==> config.mk <==
export PLATFORM = sky130hd
export DESIGN_NAME = bcct_ctrl
export DESIGN_NICKNAME = d
export VERILOG_FILES = /design/src/sv/bcct_pkg.sv /design/src/sv/bcct_ctrl.sv
export SDC_FILE = /design/constraint.sdc
export NUM_CORES = 1
export LEC_CHECK = 0
export ABC_AREA = 1
export BUFFER_PORTS_ARGS = -buffer_cell sky130_fd_sc_hd__clkbuf_2
export CAP_MARGIN = 20
export CORE_MARGIN = 3
export CORE_UTILIZATION = 30
export DETAILED_ROUTE_END_ITERATION = 10
export RECOVER_POWER = 100
export SYNTH_ARGS = -nofsm -noshare
export SYNTH_HDL_FRONTEND = slang
export SYNTH_SLANG_ARGS = --single-unit
==> constraint.sdc <==
create_clock -name clk -period 2.1 [get_ports clk]
set_clock_uncertainty 0.05 [all_clocks]
set_input_delay 0.42 -clock clk [delete_from_list [all_inputs] [get_ports clk]]
set_output_delay 0.42 -clock clk [all_outputs]
set_load 0.01 [all_outputs]
==> src/sv/bcct_pkg.sv <==
// shared constants, codes and controller/datapath interface types for the contour tracer
package bcct_pkg;

    localparam int MAX_WIDTH  = 256;
    localparam int MAX_HEIGHT = 256;

    localparam int COL_W      = $clog2(MAX_WIDTH);
    localparam int ROW_W      = $clog2(MAX_HEIGHT);
    localparam int DIM_W      = (COL_W > ROW_W ? COL_W : ROW_W) + 1;
    localparam int CRD_W      = DIM_W + 1;
    localparam int ADDR_W     = ROW_W + COL_W;
    localparam int MEM_DEPTH  = 2 ** ADDR_W;
    localparam int STEP_LIMIT = 4 * MAX_WIDTH * MAX_HEIGHT;
    localparam int STEP_W     = $clog2(STEP_LIMIT + 1);

    localparam int CFG_IDX_W  = 3;
    localparam int CFG_DATA_W = 16;
    localparam int CFG_DIM_W  = 9;
    localparam int OPAC_W     = 8;
    localparam int OFFS_W     = 16;
    localparam int POINT_W    = 17;
    localparam int MARK_W     = 4;

    localparam logic [CFG_IDX_W-1:0] CFG_BACKGROUND = 3'd0;
    localparam logic [CFG_IDX_W-1:0] CFG_SIMPLE     = 3'd1;
    localparam logic [CFG_IDX_W-1:0] CFG_WIDTH      = 3'd2;
    localparam logic [CFG_IDX_W-1:0] CFG_HEIGHT     = 3'd3;
    localparam logic [CFG_IDX_W-1:0] CFG_X_OFFSET   = 3'd4;
    localparam logic [CFG_IDX_W-1:0] CFG_Y_OFFSET   = 3'd5;

    localparam logic OP_LOAD  = 1'b0;
    localparam logic OP_FETCH = 1'b1;

    typedef enum logic [1:0] {
        KIND_POINT = 2'd0,
        KIND_END   = 2'd1,
        KIND_DONE  = 2'd2
    } kind_t;

    typedef enum logic [1:0] {
        E_TOP    = 2'd0,
        E_LEFT   = 2'd1,
        E_BOTTOM = 2'd2,
        E_RIGHT  = 2'd3
    } edge_t;

    typedef enum logic [1:0] {
        PR_SCAN    = 2'd0,
        PR_SCAN_NB = 2'd1,
        PR_CAND    = 2'd2,
        PR_CAND_NB = 2'd3
    } probe_sel_t;

    typedef struct packed {
        logic       load;
        logic       clr_start;
        logic       clr_step;
        logic       probe;
        probe_sel_t probe_sel;
        logic       edge_rd;
        logic       edge_rd_scan;
        logic       mark_wr;
        logic       walk_begin;
        logic       cand_next;
        logic       do_move;
        logic       no_move;
        logic       step_end;
        logic       scan_adv;
        logic       marks_latch;
        logic       k_next;
        logic       trace_start;
        logic       res_load;
        kind_t      res_kind;
        logic       res_scan_pt;
        logic       emit;
    } ctl_cmd_t;

    typedef struct packed {
        logic size_wr;
        logic clr_last;
        logic load_zero;
        logic scan_end;
        logic probe_set;
        logic cand_last;
        logic k_marked;
        logic k_last;
        logic k_bottom;
        logic closed;
        logic pt_flag;
        logic simple;
        logic out_free;
    } dp_sts_t;

endpackage

==> src/sv/bcct_ctrl.sv <==
// tracer controller: sequences scanning, edge following, clearing and result transfers
module bcct_ctrl (
    input  logic                 clk,
    input  logic                 rst_n,
    input  logic                 in_valid,
    output logic                 in_ready,
    input  logic                 op,
    output bcct_pkg::ctl_cmd_t   cmd,
    input  bcct_pkg::dp_sts_t    sts
);

    typedef enum logic [13:0] {
        S_CLEAR    = 14'b00000000000001,
        S_IDLE     = 14'b00000000000010,
        S_DISPATCH = 14'b00000000000100,
        S_S_SET    = 14'b00000000001000,
        S_S_MARKS  = 14'b00000000010000,
        S_S_K      = 14'b00000000100000,
        S_S_KCHK   = 14'b00000001000000,
        S_W_BEGIN  = 14'b00000010000000,
        S_W_MARK   = 14'b00000100000000,
        S_W_P_RD   = 14'b00001000000000,
        S_W_P_CHK  = 14'b00010000000000,
        S_W_N_CHK  = 14'b00100000000000,
        S_W_END    = 14'b01000000000000,
        S_EMIT     = 14'b10000000000000
    } state_t;

    typedef enum logic [3:0] {
        PH_SCAN  = 4'b0001,
        PH_TRACE = 4'b0010,
        PH_CLOSE = 4'b0100,
        PH_DONE  = 4'b1000
    } phase_t;

    state_t state_reg, state_next;
    phase_t phase_reg, phase_next;
    logic   silent_reg, silent_next;

    assign in_ready = (state_reg == S_IDLE);

    always_comb
    begin
        cmd         = '0;
        state_next  = state_reg;
        phase_next  = phase_reg;
        silent_next = silent_reg;
        unique case (state_reg)
            S_CLEAR:
            begin
                cmd.clr_step = 1'b1;
                if (sts.clr_last)
                    state_next = S_IDLE;
            end
            S_IDLE:
            begin
                if (in_valid)
                begin
                    if (op == bcct_pkg::OP_LOAD)
                    begin
                        cmd.load   = 1'b1;
                        phase_next = PH_SCAN;
                        if (sts.load_zero)
                        begin
                            cmd.clr_start = 1'b1;
                            state_next    = S_CLEAR;
                        end
                    end
                    else
                    begin
                        state_next = S_DISPATCH;
                    end
                end
            end
            S_DISPATCH:
            begin
                unique case (phase_reg)
                    PH_DONE:
                    begin
                        cmd.res_load = 1'b1;
                        cmd.res_kind = bcct_pkg::KIND_DONE;
                        state_next   = S_EMIT;
                    end
                    PH_CLOSE:
                    begin
                        phase_next   = PH_SCAN;
                        cmd.scan_adv = 1'b1;
                        cmd.res_load = 1'b1;
                        cmd.res_kind = bcct_pkg::KIND_END;
                        state_next   = S_EMIT;
                    end
                    PH_TRACE:
                    begin
                        state_next = S_W_BEGIN;
                    end
                    PH_SCAN:
                    begin
                        if (sts.scan_end)
                        begin
                            phase_next = PH_DONE;
                        end
                        else
                        begin
                            cmd.probe     = 1'b1;
                            cmd.probe_sel = bcct_pkg::PR_SCAN;
                            state_next    = S_S_SET;
                        end
                    end
                    default:
                    begin
                        phase_next = PH_SCAN;
                    end
                endcase
            end
            S_S_SET:
            begin
                if (sts.probe_set)
                begin
                    cmd.edge_rd      = 1'b1;
                    cmd.edge_rd_scan = 1'b1;
                    state_next       = S_S_MARKS;
                end
                else
                begin
                    cmd.scan_adv = 1'b1;
                    state_next   = S_DISPATCH;
                end
            end
            S_S_MARKS:
            begin
                cmd.marks_latch = 1'b1;
                state_next      = S_S_K;
            end
            S_S_K:
            begin
                if (sts.k_marked)
                begin
                    if (sts.k_last)
                    begin
                        cmd.scan_adv = 1'b1;
                        state_next   = S_DISPATCH;
                    end
                    else
                    begin
                        cmd.k_next = 1'b1;
                    end
                end
                else
                begin
                    cmd.probe     = 1'b1;
                    cmd.probe_sel = bcct_pkg::PR_SCAN_NB;
                    state_next    = S_S_KCHK;
                end
            end
            S_S_KCHK:
            begin
                if (!sts.probe_set)
                begin
                    cmd.trace_start = 1'b1;
                    // holes in simple mode are followed and marked but not reported
                    if (sts.simple && sts.k_bottom)
                    begin
                        silent_next = 1'b1;
                        state_next  = S_W_BEGIN;
                    end
                    else
                    begin
                        phase_next      = PH_TRACE;
                        cmd.res_load    = 1'b1;
                        cmd.res_kind    = bcct_pkg::KIND_POINT;
                        cmd.res_scan_pt = 1'b1;
                        state_next      = S_EMIT;
                    end
                end
                else if (sts.k_last)
                begin
                    cmd.scan_adv = 1'b1;
                    state_next   = S_DISPATCH;
                end
                else
                begin
                    cmd.k_next = 1'b1;
                    state_next = S_S_K;
                end
            end
            S_W_BEGIN:
            begin
                cmd.walk_begin = 1'b1;
                cmd.edge_rd    = 1'b1;
                state_next     = S_W_MARK;
            end
            S_W_MARK:
            begin
                cmd.mark_wr = 1'b1;
                state_next  = S_W_P_RD;
            end
            S_W_P_RD:
            begin
                cmd.probe     = 1'b1;
                cmd.probe_sel = bcct_pkg::PR_CAND;
                state_next    = S_W_P_CHK;
            end
            S_W_P_CHK:
            begin
                if (sts.probe_set)
                begin
                    cmd.probe     = 1'b1;
                    cmd.probe_sel = bcct_pkg::PR_CAND_NB;
                    state_next    = S_W_N_CHK;
                end
                else if (sts.cand_last)
                begin
                    cmd.no_move = 1'b1;
                    state_next  = S_W_END;
                end
                else
                begin
                    cmd.cand_next = 1'b1;
                    state_next    = S_W_P_RD;
                end
            end
            S_W_N_CHK:
            begin
                if (!sts.probe_set)
                begin
                    cmd.do_move = 1'b1;
                    state_next  = S_W_END;
                end
                else if (sts.cand_last)
                begin
                    cmd.no_move = 1'b1;
                    state_next  = S_W_END;
                end
                else
                begin
                    cmd.cand_next = 1'b1;
                    state_next    = S_W_P_RD;
                end
            end
            S_W_END:
            begin
                cmd.step_end = 1'b1;
                if (silent_reg)
                begin
                    if (sts.closed)
                    begin
                        silent_next  = 1'b0;
                        cmd.scan_adv = 1'b1;
                        state_next   = S_DISPATCH;
                    end
                    else
                    begin
                        state_next = S_W_BEGIN;
                    end
                end
                else
                begin
                    if (sts.closed)
                        phase_next = PH_CLOSE;
                    if (sts.pt_flag)
                    begin
                        cmd.res_load = 1'b1;
                        cmd.res_kind = bcct_pkg::KIND_POINT;
                        state_next   = S_EMIT;
                    end
                    else
                    begin
                        state_next = S_DISPATCH;
                    end
                end
            end
            S_EMIT:
            begin
                if (sts.out_free)
                begin
                    cmd.emit   = 1'b1;
                    state_next = S_IDLE;
                end
            end
            default:
            begin
                state_next = S_CLEAR;
            end
        endcase

        // a size write restarts everything behind a fresh clearing sweep
        if (sts.size_wr)
        begin
            state_next  = S_CLEAR;
            phase_next  = PH_SCAN;
            silent_next = 1'b0;
        end
    end

    always_ff @(posedge clk or negedge rst_n)
    begin
        if (!rst_n)
        begin
            state_reg  <= S_CLEAR;
            phase_reg  <= PH_SCAN;
            silent_reg <= 1'b0;
        end
        else
        begin
            state_reg  <= state_next;
            phase_reg  <= phase_next;
            silent_reg <= silent_next;
        end
    end

    a_fetch_starts_work: assert property (@(posedge clk) disable iff (!rst_n)
        (in_valid && in_ready && op == bcct_pkg::OP_FETCH) |=> (state_reg != S_IDLE))
        else $error("fetch transfer did not start work");

    a_load_zero_clears: assert property (@(posedge clk) disable iff (!rst_n)
        (in_valid && in_ready && op == bcct_pkg::OP_LOAD && sts.load_zero)
        |=> (state_reg == S_CLEAR))
        else $error("first pixel of an image did not start the mark sweep");

    a_silent_keeps_scan: assert property (@(posedge clk) disable iff (!rst_n)
        (state_reg == S_W_END && silent_reg) |-> (phase_reg == PH_SCAN))
        else $error("hidden hole walk left the scan phase");

    a_emit_has_room: assert property (@(posedge clk) disable iff (!rst_n)
        (state_reg == S_EMIT && !sts.out_free) |=> (state_reg == S_EMIT || sts.size_wr ||
                                                     $past(sts.size_wr)))
        else $error("result dropped while output stalled");

endmodule

==> results.yml <==
floorplan:
  core_um2: 5675
  start_util_pct: 32.03
  rows: 27
  ios: 41
  die_w_um: 83.85
  chipHeight_um: 83.85
  die-area_um2: 7030
placement:
  port-buffer-count: 40
  hpwl_um: 4309
  routabilityCongestion: 0.8994
synthesis:
  yosys_most_used_dff: "dfrtp_1"
  synthDominantCellAreaShare_pct: 23.40
  synth_nets: 322
  yosys_warnings: 0
  synth-edff-count: 0
  synth_top_cell_by_area: "dfrtp_1"
  synth-seq-cells: 19
  yosysUniqueCellTypes: 26
  synth-async-reset-ratio_pct: 100.0
  synth.top_cells.by_area: "dfrtp_1 (23%), nand2_1 (18%), nor2_1 (11%)"
  syn_area_per_cell_um2: 5.961
  netlist_area_um2: 1818
  ys_seq_area_share_pct: 26.29
  post-synth-top-count-cell: "nand2_1"
  ys_top_cells_by_count: "nand2_1 (86), nor2_1 (53), inv_1 (44)"
  netlist_instances: 305
global_route:
  antenna_found_initial: 0
  grt_max_degree: 20
  overflow: 0
  grt_pass1_wl_um: 9791
  grt_pass1_vias: 2120
  grt.total_usage_pct: 17.05
outcome:
  status: "finished with violations"
  violations: "negative setup slack"
pwr:
  internal_power_mw: 0.8656
  sw_frac_of_total_pct: 43.93
  p_seq_share_pct: 28.2
  p_leak_nw: 1.495
  pwr_density_cell_nw_per_um2: 573.3
  p_sw_mw: 0.6780
  power_frac_clock_pct: 17.9
  combPwrFrac_pct: 54.0
  ir_worst_vdd_v: 0.0003040
critical_path:
  endpoint_kind: "output pin"
  cp-startpoint: "state_reg[10]"
  start_kind: "register"
  reg2reg_from: "state_reg[10]"
  critical_path_class: "reg -> out"
  regToRegSetupSlack_ps: 20
  worstSetupEndpoint: "cmd[8]"
  worstPathMaxFanout: 5
  crit_required_ps: 1630
  arrival_ps: 1810
  rr_worst_depth: 13
  rr_endpoint: "state_reg[1]"
timing:
  slew_headroom_pct: 19.40
  hold_viol_final: 0
  setup_viol: 17
  tightest_slew_ps: 1209
  holdWs_ps: 331.0
  post-route-min-period_ps: 2278
  setup_ws_ps: -178.3
  drv_slew: 0
  rsz0062_at_grt: "yes"
  tns_ps: -1519
  fin_crit_sh_pct: 108.5
  fmax_ghz: 0.4389
drt:
  wl_per_cell_um: 13.28
  routed_via_density: 4.797
  drt_pass1_iterations: 4
  vias: 2173
  ant_nets: 0
  first_iter_violations: 117
  routed_wl_um: 6014
  drc: 0
clocking:
  ctsHoldBuffers: 0
  clock_latency_ps: 270
  cts_made_buffers: 3
  cts_buffer_depth: 2
  cts-root-buf: "clkbuf_8"
  clkSinkCount: 19
  path_clk_slew_ps: 80
  cts_max_level: 1
  cts_tree: "yes"
run:
  maxCapViolCount: 0
layout:
  largest_reg_flops: 14
  insertedDiodeCount: 0
  nets: 399
  syn_to_final_growth_pct: 48.11
  drive_gt1_share_pct: 41.47
hold_path:
  min_path_type: "in -> async"
-- power by group through the flow --
| stage | logic [mW] | clock network (mW) | registers (mW) |
|---|---|---|---|
| floorplan | 0.419 | 0 | 0.428 |
| global placement | 0.585 | 0 | 0.432 |
| detailed placement | 0.584 | 0 | 0.435 |
| CTS | 0.684 | 0.283 | 0.435 |
| global route | 0.907 | 0.301 | 0.440 |
| finish | 0.833 | 0.276 | 0.435 |
-- per-layer routing --
| metal | up-vias | part of all wire, % | routed length, um | global-route usage, % |
|---|---|---|---|---|
| met2 | 52 | 49 | 2971 | 29.86 |
| met5 | - | 0 | 0 | 0 |
| met3 | 13 | 3.8 | 227 | 2.073 |
| met1 | 1022 | 44 | 2644 | 21.18 |
| met4 | 0 | 2.8 | 171 | 6.579 |
| li1 | 1086 | - | - | - |
-- per-stage QoR --
step	worst slack [ps]	area [um2]	total power, mW	utilization, %	cells
finish	-178.3	2693	1.544	47.44	453
global route	-302.5	2693	1.647	47.44	453
CTS	-156.6	2420	1.402	42.64	442
detailed placement	74.15	2141	1.020	37.72	422
global placement	79.66	2141	1.017	37.72	422
floorplan	198.6	1818	0.8472	-	305
-- worst min path at each step --
| stage | end | slack (ps) | depth (start not counted) |
|---|---|---|---|
| after floorplan | phase_reg[1] | 70 | 0 |
| after global placement | phase_reg[2] | 370 | 1 |
| after CTS | phase_reg[2] | 90 | 1 |
| after global routing | silent_reg | 420 | 1 |
| after detailed placement | phase_reg[2] | 380 | 1 |
| final | silent_reg | 330 | 1 |
-- what timing repair did --
item | 4_1_cts | 5_1_grt
buffers inserted | 16 | 12
pin swaps | 9 | 11
resized for setup | 36 | 60
setup endpoints to repair | 15 | 38
-- cell families after synthesis --
group | Yosys count | share of synthesized area (%)
and+or+nand+nor | 214 | 56.16
buffers and inverters | 54 | 12.04
DFF | 19 | 26.29
AOI/OAI and AO/OA | 18 | 5.506
-- cells in the final DEF (no fill, tap or decap), drive strengths merged --
cell type,n
or2,1
dfstp,2
clkbuf,28
nand2,99
nand3,23
nor3,3
o22ai,1
nand3b,3
buf,50
dfrtp,17
nor2,80
o21ai,9
nand4,4
a31oi,1
a21oi,4
clkinv,2
inv,50
o211ai,3
and3,1
-- cell type report --
| type | count | area, um2 |
|---|---|---|
| fillers | 571 | 2983 |
| multi-input cells | 232 | 1348 |
| repair buffers | 75 | 531.8 |
| flip-flops and latches | 19 | 478.0 |
| inverters | 51 | 198.9 |
| well taps | 72 | 90.09 |
| clock buffers | 3 | 41.29 |
| clock inverters | 1 | 5.005 |
-- critical path: stages, from the launching register on --
cell and delay, ps:
dfrtp_1 410, nor2_2 160, nand2_2 100, nor2_4 200, buf_6 170, nand2_8 70
inv_4 80, nand2_2 50, o21ai_2 80, o21ai_1 80, buf_2 140
No activity file was read; power rests on OpenSTA's default activity.
